===== src/sv/lkv_pkg.sv =====
`timescale 1ns / 1ps
// ----------------------------------------------------------------------------
// lkv_pkg: shared types and constants of the key/value header parser
// Holds the byte token passed from front to back, the result record, the
// status codes and the fixed field widths.
// ----------------------------------------------------------------------------
package lkv_pkg;

  localparam int unsigned LEN_W         = 20;
  localparam logic [LEN_W-1:0] MAX_LEN_RESET = 20'd1000000;
  localparam logic [7:0] EQUALS_CHAR    = 8'h3D;
  localparam int unsigned QUEUE_DEPTH   = 2;

  typedef enum logic [2:0] {
    ST_RUN    = 3'd0,
    ST_OK     = 3'd1,
    ST_TOO_BIG = 3'd2,
    ST_NO_EQ  = 3'd3,
    ST_TRUNC  = 3'd4
  } status_e;

  // One header byte after classification by the front part.
  typedef struct packed {
    logic [7:0] data;
    logic       final_byte;
    logic       is_equals;
  } token_t;

  // One result record as driven on the output channel.
  typedef struct packed {
    logic       byte_valid;
    logic       is_value;
    logic [7:0] out_byte;
    logic       field_done;
    status_e    status;
  } result_t;

  // Queue occupancy flags seen by the front and back parts.
  typedef struct packed {
    logic full;
    logic empty;
  } queue_status_t;

endpackage


===== src/sv/lkv_intf.sv =====
`timescale 1ns / 1ps
// ----------------------------------------------------------------------------
// lkv_intf: channel interfaces of the key/value header parser
// Input byte channel, result channel and configuration write channel, each
// with valid/ready and a source and a sink modport.
// ----------------------------------------------------------------------------
interface lkv_in_if;
  logic       valid;
  logic       ready;
  logic [7:0] in_byte;
  logic       final_byte;

  modport source (output valid, output in_byte, output final_byte, input ready);
  modport sink (input valid, input in_byte, input final_byte, output ready);
endinterface

interface lkv_out_if;
  logic       valid;
  logic       ready;
  logic       byte_valid;
  logic       is_value;
  logic [7:0] out_byte;
  logic       field_done;
  logic [2:0] status;

  modport source (output valid, output byte_valid, output is_value, output out_byte,
                  output field_done, output status, input ready);
  modport sink (input valid, input byte_valid, input is_value, input out_byte,
                input field_done, input status, output ready);
endinterface

interface lkv_cfg_if;
  logic        valid;
  logic        ready;
  logic [19:0] max_field_length;

  modport source (output valid, output max_field_length, input ready);
  modport sink (input valid, input max_field_length, output ready);
endinterface


===== src/sv/lkv_front.sv =====
`timescale 1ns / 1ps
// ----------------------------------------------------------------------------
// lkv_front: input acceptance and byte classification
// Takes header bytes while the queue has room and tags each with whether it
// is the separator character.
// ----------------------------------------------------------------------------
module lkv_front (
  lkv_in_if.sink          in_i,
  input  lkv_pkg::queue_status_t q_status_i,
  output logic            push_o,
  output lkv_pkg::token_t token_o
);

  assign in_i.ready = ~q_status_i.full;
  assign push_o     = in_i.valid & ~q_status_i.full;

  always_comb begin
    token_o.data       = in_i.in_byte;
    token_o.final_byte = in_i.final_byte;
    token_o.is_equals  = (in_i.in_byte == lkv_pkg::EQUALS_CHAR);
  end

endmodule


===== src/sv/lkv_queue.sv =====
`timescale 1ns / 1ps
// ----------------------------------------------------------------------------
// lkv_queue: short token queue between front and back
// A small circular buffer; push and pop may happen in the same cycle.
// ----------------------------------------------------------------------------
module lkv_queue (
  input  logic            clk_i,
  input  logic            rst_ni,
  input  logic            push_i,
  input  lkv_pkg::token_t token_i,
  input  logic            pop_i,
  output lkv_pkg::token_t token_o,
  output lkv_pkg::queue_status_t status_o
);

  localparam int unsigned Depth = lkv_pkg::QUEUE_DEPTH;
  localparam int unsigned PtrW  = (Depth > 1) ? $clog2(Depth) : 1;
  localparam int unsigned CntW  = $clog2(Depth + 1);

  lkv_pkg::token_t mem_q [Depth];
  logic [PtrW-1:0] wr_ptr_q, wr_ptr_d;
  logic [PtrW-1:0] rd_ptr_q, rd_ptr_d;
  logic [CntW-1:0] count_q, count_d;
  logic            do_push;
  logic            do_pop;

  assign status_o.full  = (count_q == CntW'(Depth));
  assign status_o.empty = (count_q == '0);
  assign do_push = push_i & ~status_o.full;
  assign do_pop  = pop_i & ~status_o.empty;
  assign token_o = mem_q[rd_ptr_q];

  function automatic logic [PtrW-1:0] next_ptr(input logic [PtrW-1:0] ptr);
    logic [PtrW-1:0] res;
    if (ptr == PtrW'(Depth - 1)) begin
      res = '0;
    end else begin
      res = ptr + PtrW'(1);
    end
    return res;
  endfunction

  always_comb begin
    wr_ptr_d = do_push ? next_ptr(wr_ptr_q) : wr_ptr_q;
    rd_ptr_d = do_pop ? next_ptr(rd_ptr_q) : rd_ptr_q;
    count_d  = count_q;
    if (do_push && !do_pop) begin
      count_d = count_q + CntW'(1);
    end else if (do_pop && !do_push) begin
      count_d = count_q - CntW'(1);
    end
  end

  always_ff @(posedge clk_i or negedge rst_ni) begin
    if (!rst_ni) begin
      wr_ptr_q <= '0;
      rd_ptr_q <= '0;
      count_q  <= '0;
    end else begin
      wr_ptr_q <= wr_ptr_d;
      rd_ptr_q <= rd_ptr_d;
      count_q  <= count_d;
    end
  end

  always_ff @(posedge clk_i) begin
    if (do_push) begin
      mem_q[wr_ptr_q] <= token_i;
    end
  end

endmodule


===== src/sv/lkv_back.sv =====
`timescale 1ns / 1ps
// ----------------------------------------------------------------------------
// lkv_back: field parser and result register
// Runs the length/body/discard state machine on each queued token and holds
// the result in an output register until the receiver takes it.
// ----------------------------------------------------------------------------
module lkv_back #(
  parameter int unsigned LENGTH_BYTES = 4
) (
  input  logic                       clk_i,
  input  logic                       rst_ni,
  input  logic [lkv_pkg::LEN_W-1:0]  max_len_i,
  input  lkv_pkg::token_t            token_i,
  input  lkv_pkg::queue_status_t     q_status_i,
  output logic                       pop_o,
  lkv_out_if.source                  out_o
);

  localparam int unsigned AccW = 8 * LENGTH_BYTES;
  localparam int unsigned CntW = (LENGTH_BYTES > 1) ? $clog2(LENGTH_BYTES) : 1;
  localparam int unsigned LenW = lkv_pkg::LEN_W;

  typedef enum logic [2:0] {
    PH_LENGTH  = 3'b001,
    PH_BODY    = 3'b010,
    PH_DISCARD = 3'b100
  } phase_e;

  phase_e               phase_q, phase_d;
  logic [CntW-1:0]      cnt_q, cnt_d;
  logic [AccW-1:0]      acc_q, acc_d;
  logic [LenW-1:0]      rem_q, rem_d;
  logic                 eq_seen_q, eq_seen_d;
  lkv_pkg::status_e     err_q, err_d;
  lkv_pkg::result_t     res_q, res_d;
  logic                 out_valid_q;
  logic [AccW-1:0]      acc_next;
  logic [LenW-1:0]      rem_next;

  assign pop_o = ~q_status_i.empty & (~out_valid_q | out_o.ready);

  always_comb begin
    phase_d   = phase_q;
    cnt_d     = cnt_q;
    acc_d     = acc_q;
    rem_d     = rem_q;
    eq_seen_d = eq_seen_q;
    err_d     = err_q;
    res_d     = '0;
    res_d.status = lkv_pkg::ST_RUN;
    acc_next  = acc_q | (AccW'(token_i.data) << {cnt_q, 3'b000});
    rem_next  = rem_q - LenW'(1);

    unique case (phase_q)
      PH_LENGTH: begin
        if (cnt_q == CntW'(LENGTH_BYTES - 1)) begin
          cnt_d = '0;
          acc_d = '0;
          if (acc_next > AccW'(max_len_i)) begin
            phase_d = PH_DISCARD;
            err_d   = lkv_pkg::ST_TOO_BIG;
          end else if (acc_next == '0) begin
            phase_d = PH_DISCARD;
            err_d   = lkv_pkg::ST_NO_EQ;
          end else begin
            phase_d   = PH_BODY;
            rem_d     = acc_next[LenW-1:0];
            eq_seen_d = 1'b0;
          end
        end else begin
          cnt_d = cnt_q + CntW'(1);
          acc_d = acc_next;
        end
      end
      PH_BODY: begin
        if (token_i.is_equals && !eq_seen_q) begin
          eq_seen_d = 1'b1;
        end else begin
          res_d.byte_valid = 1'b1;
          res_d.is_value   = eq_seen_q;
          res_d.out_byte   = token_i.data;
        end
        rem_d = rem_next;
        if (rem_next == '0) begin
          if (eq_seen_d) begin
            res_d.field_done = 1'b1;
            phase_d = PH_LENGTH;
          end else begin
            phase_d = PH_DISCARD;
            err_d   = lkv_pkg::ST_NO_EQ;
          end
          eq_seen_d = 1'b0;
        end
      end
      PH_DISCARD: begin
      end
      default: begin
        phase_d = PH_LENGTH;
      end
    endcase

    if (phase_d == PH_DISCARD) begin
      res_d.status = err_d;
    end else if (token_i.final_byte) begin
      if (phase_d == PH_LENGTH && cnt_d == '0) begin
        res_d.status = lkv_pkg::ST_OK;
      end else begin
        res_d.status = lkv_pkg::ST_TRUNC;
      end
    end

    // The last byte of a header re-arms the parser for the next one.
    if (token_i.final_byte) begin
      phase_d   = PH_LENGTH;
      cnt_d     = '0;
      acc_d     = '0;
      rem_d     = '0;
      eq_seen_d = 1'b0;
      err_d     = lkv_pkg::ST_RUN;
    end
  end

  always_ff @(posedge clk_i or negedge rst_ni) begin
    if (!rst_ni) begin
      phase_q     <= PH_LENGTH;
      cnt_q       <= '0;
      acc_q       <= '0;
      rem_q       <= '0;
      eq_seen_q   <= 1'b0;
      err_q       <= lkv_pkg::ST_RUN;
      out_valid_q <= 1'b0;
    end else begin
      if (pop_o) begin
        phase_q   <= phase_d;
        cnt_q     <= cnt_d;
        acc_q     <= acc_d;
        rem_q     <= rem_d;
        eq_seen_q <= eq_seen_d;
        err_q     <= err_d;
        out_valid_q <= 1'b1;
      end else if (out_o.ready) begin
        out_valid_q <= 1'b0;
      end
    end
  end

  always_ff @(posedge clk_i) begin
    if (pop_o) begin
      res_q <= res_d;
    end
  end

  assign out_o.valid      = out_valid_q;
  assign out_o.byte_valid = res_q.byte_valid;
  assign out_o.is_value   = res_q.is_value;
  assign out_o.out_byte   = res_q.out_byte;
  assign out_o.field_done = res_q.field_done;
  assign out_o.status     = res_q.status;

endmodule


===== src/sv/length_prefixed_key_value_parser_unit.sv =====
`timescale 1ns / 1ps
// ----------------------------------------------------------------------------
// length_prefixed_key_value_parser_unit: streaming key=value header parser
// Splits a header of length-prefixed key=value fields into tagged key and
// value bytes, marks field ends and reports the header outcome.
// ----------------------------------------------------------------------------
// Usage: header bytes enter one transaction at a time on in_i, with
// final_byte set on the last byte of a header. Every input transaction
// yields exactly one result transaction on out_o, in order. A result carries
// a key or value byte (byte_valid, is_value, out_byte), field_done on the
// byte that closes a well-formed field, and a status that is nonzero on the
// final byte or whenever a field error has been seen (the error code repeats
// on every byte discarded up to the final byte).
// Throughput is one transaction per cycle while the receiver is ready; it
// is set by the update of the parser state machine in the back part. A
// result reaches out_o through two registers: the token queue, written
// when its byte is accepted, and then the output register.
// When the receiver stalls, the output register holds its result and the
// two-entry queue keeps taking bytes until it is full, after which in_i
// drops ready. The cfg_i channel is always ready and sets max_field_length;
// write it only while no header is in flight.
// Reset empties the queue and output register, returns the parser to the
// start of a header and loads max_field_length with 1000000.
// ----------------------------------------------------------------------------
module length_prefixed_key_value_parser_unit #(
  parameter int unsigned LENGTH_BYTES = 4
) (
  input  logic      clk_i,
  input  logic      rst_ni,
  lkv_in_if.sink    in_i,
  lkv_cfg_if.sink   cfg_i,
  lkv_out_if.source out_o
);

  // Largest accepted field length; write only between headers; not enforced.
  logic [lkv_pkg::LEN_W-1:0] max_len_q;

  lkv_pkg::token_t        front_token;
  lkv_pkg::token_t        queue_token;
  lkv_pkg::queue_status_t q_status;
  logic                   push;
  logic                   pop;

  assign cfg_i.ready = 1'b1;

  always_ff @(posedge clk_i or negedge rst_ni) begin
    if (!rst_ni) begin
      max_len_q <= lkv_pkg::MAX_LEN_RESET;
    end else if (cfg_i.valid) begin
      max_len_q <= cfg_i.max_field_length;
    end
  end

  // Front part: accepts bytes and tags the separator character.
  lkv_front u_front (
    .in_i       (in_i),
    .q_status_i (q_status),
    .push_o     (push),
    .token_o    (front_token)
  );

  // Short queue that lets the input and output sides stall independently.
  lkv_queue u_queue (
    .clk_i    (clk_i),
    .rst_ni   (rst_ni),
    .push_i   (push),
    .token_i  (front_token),
    .pop_i    (pop),
    .token_o  (queue_token),
    .status_o (q_status)
  );

  // Back part: the field parser and the result register.
  lkv_back #(
    .LENGTH_BYTES (LENGTH_BYTES)
  ) u_back (
    .clk_i      (clk_i),
    .rst_ni     (rst_ni),
    .max_len_i  (max_len_q),
    .token_i    (queue_token),
    .q_status_i (q_status),
    .pop_o      (pop),
    .out_o      (out_o)
  );

endmodule

===== src/flat_wrapper.sv =====
// flat-port wrapper written by rule: the top's interface ports become plain ports
module length_prefixed_key_value_parser_unit_flat 
#(
  parameter int unsigned LENGTH_BYTES = 4
)
  (clk_i, rst_ni, in_i_valid, in_i_in_byte, in_i_final_byte, in_i_ready, cfg_i_valid, cfg_i_max_field_length, cfg_i_ready, out_o_valid, out_o_byte_valid, out_o_is_value, out_o_out_byte, out_o_field_done, out_o_status, out_o_ready);
  lkv_in_if in_i_i ();
  lkv_cfg_if cfg_i_i ();
  lkv_out_if out_o_i ();
  input  logic clk_i;
  input  logic rst_ni;
  input wire logic [$bits(in_i_i.valid)-1:0] in_i_valid;
  input wire logic [$bits(in_i_i.in_byte)-1:0] in_i_in_byte;
  input wire logic [$bits(in_i_i.final_byte)-1:0] in_i_final_byte;
  output wire logic [$bits(in_i_i.ready)-1:0] in_i_ready;
  input wire logic [$bits(cfg_i_i.valid)-1:0] cfg_i_valid;
  input wire logic [$bits(cfg_i_i.max_field_length)-1:0] cfg_i_max_field_length;
  output wire logic [$bits(cfg_i_i.ready)-1:0] cfg_i_ready;
  output wire logic [$bits(out_o_i.valid)-1:0] out_o_valid;
  output wire logic [$bits(out_o_i.byte_valid)-1:0] out_o_byte_valid;
  output wire logic [$bits(out_o_i.is_value)-1:0] out_o_is_value;
  output wire logic [$bits(out_o_i.out_byte)-1:0] out_o_out_byte;
  output wire logic [$bits(out_o_i.field_done)-1:0] out_o_field_done;
  output wire logic [$bits(out_o_i.status)-1:0] out_o_status;
  input wire logic [$bits(out_o_i.ready)-1:0] out_o_ready;
  assign in_i_i.valid = in_i_valid;
  assign in_i_i.in_byte = in_i_in_byte;
  assign in_i_i.final_byte = in_i_final_byte;
  assign in_i_ready = in_i_i.ready;
  assign cfg_i_i.valid = cfg_i_valid;
  assign cfg_i_i.max_field_length = cfg_i_max_field_length;
  assign cfg_i_ready = cfg_i_i.ready;
  assign out_o_valid = out_o_i.valid;
  assign out_o_byte_valid = out_o_i.byte_valid;
  assign out_o_is_value = out_o_i.is_value;
  assign out_o_out_byte = out_o_i.out_byte;
  assign out_o_field_done = out_o_i.field_done;
  assign out_o_status = out_o_i.status;
  assign out_o_i.ready = out_o_ready;
  length_prefixed_key_value_parser_unit #(.LENGTH_BYTES(LENGTH_BYTES)) u_core (.clk_i(clk_i), .rst_ni(rst_ni), .in_i(in_i_i), .cfg_i(cfg_i_i), .out_o(out_o_i));
endmodule

===== config.mk =====
export PLATFORM = sky130hd
export DESIGN_NAME = length_prefixed_key_value_parser_unit_flat
export DESIGN_NICKNAME = d
export VERILOG_FILES = /design/src/sv/lkv_pkg.sv /design/src/sv/lkv_intf.sv /design/src/sv/lkv_front.sv /design/src/sv/lkv_queue.sv /design/src/sv/lkv_back.sv /design/src/sv/length_prefixed_key_value_parser_unit.sv /design/src/flat_wrapper.sv
export SDC_FILE = /design/constraint.sdc
export NUM_CORES = 1
export LEC_CHECK = 0
export BUFFER_PORTS_ARGS = -buffer_cell sky130_fd_sc_hd__buf_2
export CORE_MARGIN = 2
export CORE_UTILIZATION = 55
export DETAILED_ROUTE_END_ITERATION = 6
export GPL_TIMING_DRIVEN = 0
export PLACE_DENSITY = 0.82
export SETUP_SLACK_MARGIN = 0.4
export SLEW_MARGIN = 10
export SYNTH_ARGS = -nofsm -noshare
export SYNTH_HDL_FRONTEND = slang
export SYNTH_HIERARCHICAL = 1
export SYNTH_SLANG_ARGS = --single-unit

===== constraint.sdc =====
create_clock -name clk_i -period 9.37 [get_ports clk_i]
set_clock_uncertainty 0.2 [all_clocks]
set_input_delay 0 -clock clk_i [delete_from_list [all_inputs] [get_ports clk_i]]
set_output_delay 0 -clock clk_i [all_outputs]
set_load 0.01 [all_outputs]

---- After elaboration in Yosys (flattened, before gate mapping) ----
Memories as Yosys holds them, arrays and structs flattened.
Index checks and enable logic that the tools add are counted.
cells by class
  $add $sub $neg .......................... 6
  order comparisons ....................... 1
  equality and inequality tests ........... 11
  shifts and indexed selects .............. 1
  multiplexer cells ....................... 46
  bitwise logic cells ..................... 10
  reduce and logical (&&, ||, !) cells .... 19
operators by type and width
  cell                                                                      number
  32-bit 2-to-1 mux                                                         3
  20-bit 2-to-1 mux                                                         4
  3-bit 2-to-1 mux                                                          15
  20-bit case mux with 2 select lines                                       1
  32-bit by 20-bit greater-than comparator with 1-bit output                1
  32-bit logical NOT                                                        1
  32-bit OR                                                                 1
  8-bit by 5-bit left shift with 32-bit output                              1
  20-bit logical NOT                                                        1
  20-bit by 1-bit subtractor with 20-bit output (second input constant)     1
  1-bit 2-to-1 mux                                                          14
  10-bit 2-to-1 mux                                                         1
  2-bit 2-to-1 mux                                                          5
  3-bit by 2-bit inequality test with 1-bit output (second input constant)  3
  3-bit case mux with 3 select lines                                        1
  8-bit by 6-bit == test with 1-bit output (second input constant)          1
  3-bit by 1-bit == test with 1-bit output (second input constant)          2
  3-bit == test (second input constant)                                     2
  3-bit case mux with 2 select lines                                        1
  2-bit nonzero test                                                        3
  5-bit AND reduction                                                       1
  2-bit by 1-bit adder with 2-bit output (second input constant)            2
  1-bit AND                                                                 4
  2-bit == test (second input constant)                                     2
  other kinds (12)                                                          23
storage, ports and cells
  register bits after elaboration ......... 100
  memory bits (writable) .................. 20
  input port bits ......................... 34
  output and inout bits ................... 17
  word-level logic and storage cells ...... 111
  memories ................................ 1
memories
  name                  words  bits a word  read ports  clocked after memory_dff  wr ports  line             source
  u_core.u_queue.mem_q  2      10           1           0                         1         lkv_queue.sv:20  lkv_pkg::token_t mem_q [Depth];

---- Depth between registers and ports, before layout ----
An unclocked memory read counts as a cell.
  word-level depth ........................ 13
  gate-level depth with buffers ........... 13
  gate-level depth less buffers ........... 11

---- Cells and area by module ----
Netlist, hierarchy kept.
by module, submodules not included
  module                                 times used  cells an instance  area an instance (um^2)  seq. area each (um^2)
  lkv_back                               1           557                4787.1                   1973.1
  lkv_queue                              1           50                 919.6                    700.7
  length_prefixed_key_value_parser_unit  1           44                 843.3                    509.2
  lkv_front                              1           14                 102.6                    0.0

---- Worst setup path after synthesis ----
No wires, ideal clock.
  path type ............................... flip-flop to flip-flop
  start point ............................. register u_core.u_queue.rd_ptr_q
  end point ............................... register u_core.u_back.rem_q[12]
  setup time .............................. 75 ps
  data arrival time ....................... 3378 ps
  required time ........................... 9095 ps
  path slack .............................. 5717 ps
  cell stages (with the launch flop) ...... 14
  buffers on the path ..................... 2
  period minus slack after synthesis ...... 3653 ps
  cells stage by stage .................... dfrtp_1 > buf_4 > mux2_1 > a21oi_1 > inv_1 > ha_1 > nand4_1 > or4_1 > o31a_1 > o31ai_4 > a311oi_4 > or3_4 > buf_6 > o21ai_2
RTL lines
  what                    line             source
  start, declared         lkv_queue.sv:22  logic [PtrW-1:0] rd_ptr_q, rd_ptr_d;
  start signal, assigned  lkv_queue.sv:61  rd_ptr_q <= rd_ptr_d;
  end signal, assigned    lkv_back.sv:137  rem_q <= rem_d;
  end, declared           lkv_back.sv:32   logic [LenW-1:0] rem_q, rem_d;

==> run summary <==
Status - finished clean
Width of the die - 114 um
CTS resizes - 0
Clk root buf - clkbuf_16
DIE HEIGHT - 114 um
I/O Pins - 51
Leak Pwr - 3.70 nW
Worst-Skew Late Latency - 0.42 ns
Number of global-route vias before repair - 5947
First-pass GRT wire length - 30500 um
Rows - 40
Synth Register Bits - 120
Slew HR - 36.7%
CP max stage cell - or4_1
Pwr Density - 331 nW/um^2
H-tree Lvls - 4
Sw Share - 42.6%
Measured slew at the worst slew-check pin - 0.942 ns
Finished Layout Cells - 945
N_diodes - 0
DR iter-0 viols - 577
RSZ-0062 raised after global routing - false
NumNets Final - 843
Post-placement cell count - 860
Routed wire per std cell - 19.9 um
MaxCap Viol Count - 0
Post-DRT Antenna Nets - 0
Synth-to-layout area growth - 23.7%
Register area share after synthesis - 47.8%
Critical path endpoint category - register
Fill count - 865
Overall power - 0.00272 W
Vias post-DR - 5857
Crit Path Max Fanout - 10
Layout cell share with drive strength beyond 1 - 18.2%
CP cell instances - buf_4, mux2_1, a21oi_1, inv_1, ha_1, nand4_1, or4_1, o31a_1, o31ai_4, o211ai_1, or2_2, a21o_1
Buf+Inv Stages, Crit Path - 2
Fmax - 221 MHz
Final Setup Violations - 0
Clk sink count - 120
Post-synthesis cell count - 665
Post-synthesis async set-or-reset flop share - 71.7%
Full die area - 13000 um^2
Grt ovf - 0
Crit path DAT - 4.49 ns
CP Launch Type - register
Final core occ - 69.1%
Antenna violations before repair - 0
GPL Wtd Cong - 0.938
Internal Pwr Total - 0.00156 W
Hold Violations, Final - 0
Starting Density - 55.9%
PortBufs - 47
Total Routing Usage GR - 30.8%
Pins Over Slew Limit - 0
Avg Inst Size Synth - 10.0 um^2
Drt drc - 0
Largest net degree at the start of global routing - 41
Post-synth EDFFs - 34
Min-Delay Path Class - input pin to asynchronous set/reset pin
Comb pwr share - 46.5%
Top FF cell, synth - dfrtp_1
Psw - 0.00116 W
TritonCTS clock tree - built
Final Cell Area - 8230 um^2
Final period util - 48.2%
Setup TNS after final layout - 0 ns
Sequential share of power - 29.8%
Post-synthesis cell type count - 66
Core ar. - 11900 um^2
Cts bufs inserted - 17
Hpwl dp - 12100 um
VDD IR max - 0.167 mV
Kind of critical path - register to register
Drt first pass iters - 5
Dpl cell area - 7100 um^2
CP required - 9.34 ns
Vias/cell - 6.20
CP top delay family - compound AO/OA/AOI/OAI gates
Drt total wl - 18800 um
Clock network fraction of design power - 23.7%
Final worst path period need - 4.52 ns
Clk slew on worst S/H paths - 0.05 ns
CP max stage delay - 0.64 ns
Syn. warnings - 6
Post-Syn Nets - 723
Clk buf depth - 2
Syn Std Cell Area - 6650 um^2
==> power groups by stage <==
stage | combinational [W] | sequential [W] | clock [W]
6_report | 0.00126 | 0.000811 | 0.000644
5_1_grt | 0.00137 | 0.000825 | 0.000674
4_1_cts | 0.00122 | 0.000806 | 0.000647
3_5_place_dp | 0.00117 | 0.000813 | 0
3_3_place_gp | 0.00113 | 0.000804 | 0
2_1_floorplan | 0.000826 | 0.000801 | 0
==> layout make-up <==
cell class / count / area [um^2] / share of cell area [%]
Clock buffer: 27 / 536 / 6.51
Clock inverter: 5 / 57.6 / 0.699
Inverter: 45 / 169 / 2.05
Tap cell: 147 / 184 / 2.24
Multi-Input combinational cell: 457 / 3070 / 37.3
Sequential cell: 120 / 3180 / 38.7
Timing Repair Buffer: 101 / 798 / 9.70
Buffer: 43 / 233 / 2.83
==> routing by layer <==
layer	part of all wire, %	wire length [um]	global-route usage [%]	vias to the layer above
li1	-	-	-	2654
met1	39	7300	37.8	2804
met2	50	9300	51.0	336
met3	7.3	1370	6.91	63
met4	4.3	806	15.9	0
met5	0	0	0	-
==> synth_stat cells (all sizes together) (14+ instances only) <==
library cell / n / share of area, %
clkbuf: 25 / 1.4
o21ai: 59 / 4.9
nor2: 54 / 3.0
ha: 24 / 4.5
nor3: 22 / 1.7
inv: 45 / 2.5
nor4: 16 / 1.6
dfrtp: 78 / 29
o31ai: 24 / 3.0
nand2: 38 / 2.2
nand2b: 14 / 1.3
buf: 18 / 2.1
edfxtp: 34 / 15
mux2: 30 / 6.2
a21oi: 58 / 4.4
==> placed cells by master (no fill, tap or decap), types with 15 or more instances in the layout <==
cell and n:
buf_2 50, nor4_1 15, mux2_4 20, nand2_1 37, nor2_1 54, o31ai_1 22, clkbuf_1 28, ha_1 24
edfxtp_1 34, o21ai_0 48, inv_1 45, dfrtp_1 78, dlygate4sd3_1 52, a21oi_1 58, nor3_1 22, clkbuf_16 19
==> cell families (layout without fill, tap and decap cells) <==
family	Yosys count	count (layout)	synth area share, %
other	1	1	0.0564
xor gates and xnor gates	8	8	1.05
AOI/OAI and AO/OA	188	188	18.2
DFF	120	120	47.8
adders and majority gates	24	24	4.51
and+or+nand+nor	204	204	15.8
muxes	32	32	6.51
buffers and inverters	88	221	6.02
==> repair_timing <==
| action | CTS | global route |
|---|---|---|
| hold buffers | 53 | 0 |
| buffers inserted | 0 | 0 |
| endpoints found under the hold margin | 128 | 0 |
==> stage by stage <==
stage,hold slack [ns],worst slack (ns)
after floorplan,-0.496,5.72
after global placement,-0.0144,5.11
after detailed placement,-0.140,5.00
after CTS,0.0110,4.99
after global routing,0.0352,4.73
final,0.0172,4.85
==> worst paths after layout <==
check                                        start                             to  slack (ns)  cells past startpoint
setup reg to reg           u_core/u_queue/rd_ptr_q  u_core/u_back/out_o.status[1]        4.85                     12
max in group asynchronous                   rst_ni        u_core/u_back/rem_q[10]        8.69                      3
hold reg to reg             u_core/u_back/err_q[0]         u_core/u_back/err_q[0]        0.30                      1
min in group clk_i                 in_i_final_byte     u_core/u_queue/mem_q[0][1]        0.13                      2
hold / removal                              rst_ni           u_core/max_len_q[14]        0.02                      2
setup / recovery           u_core/u_queue/rd_ptr_q  u_core/u_back/out_o.status[1]        4.85                     12
==> flip-flops by register name, summed over array words and instances, names as in the netlist, 2 cells and up <==
register,cells
u_core/u_back/out_o.status,3
u_core/u_back/out_o.out_byte,8
u_core/u_back/cnt_q,2
u_core/u_back/phase_q,3
u_core/u_queue/count_q,2
u_core/u_back/rem_q,20
u_core/u_queue/mem_q,20
u_core/max_len_q,20
u_core/u_back/err_q,3
u_core/u_back/acc_q,32
(Power assumes the default switching activity.)
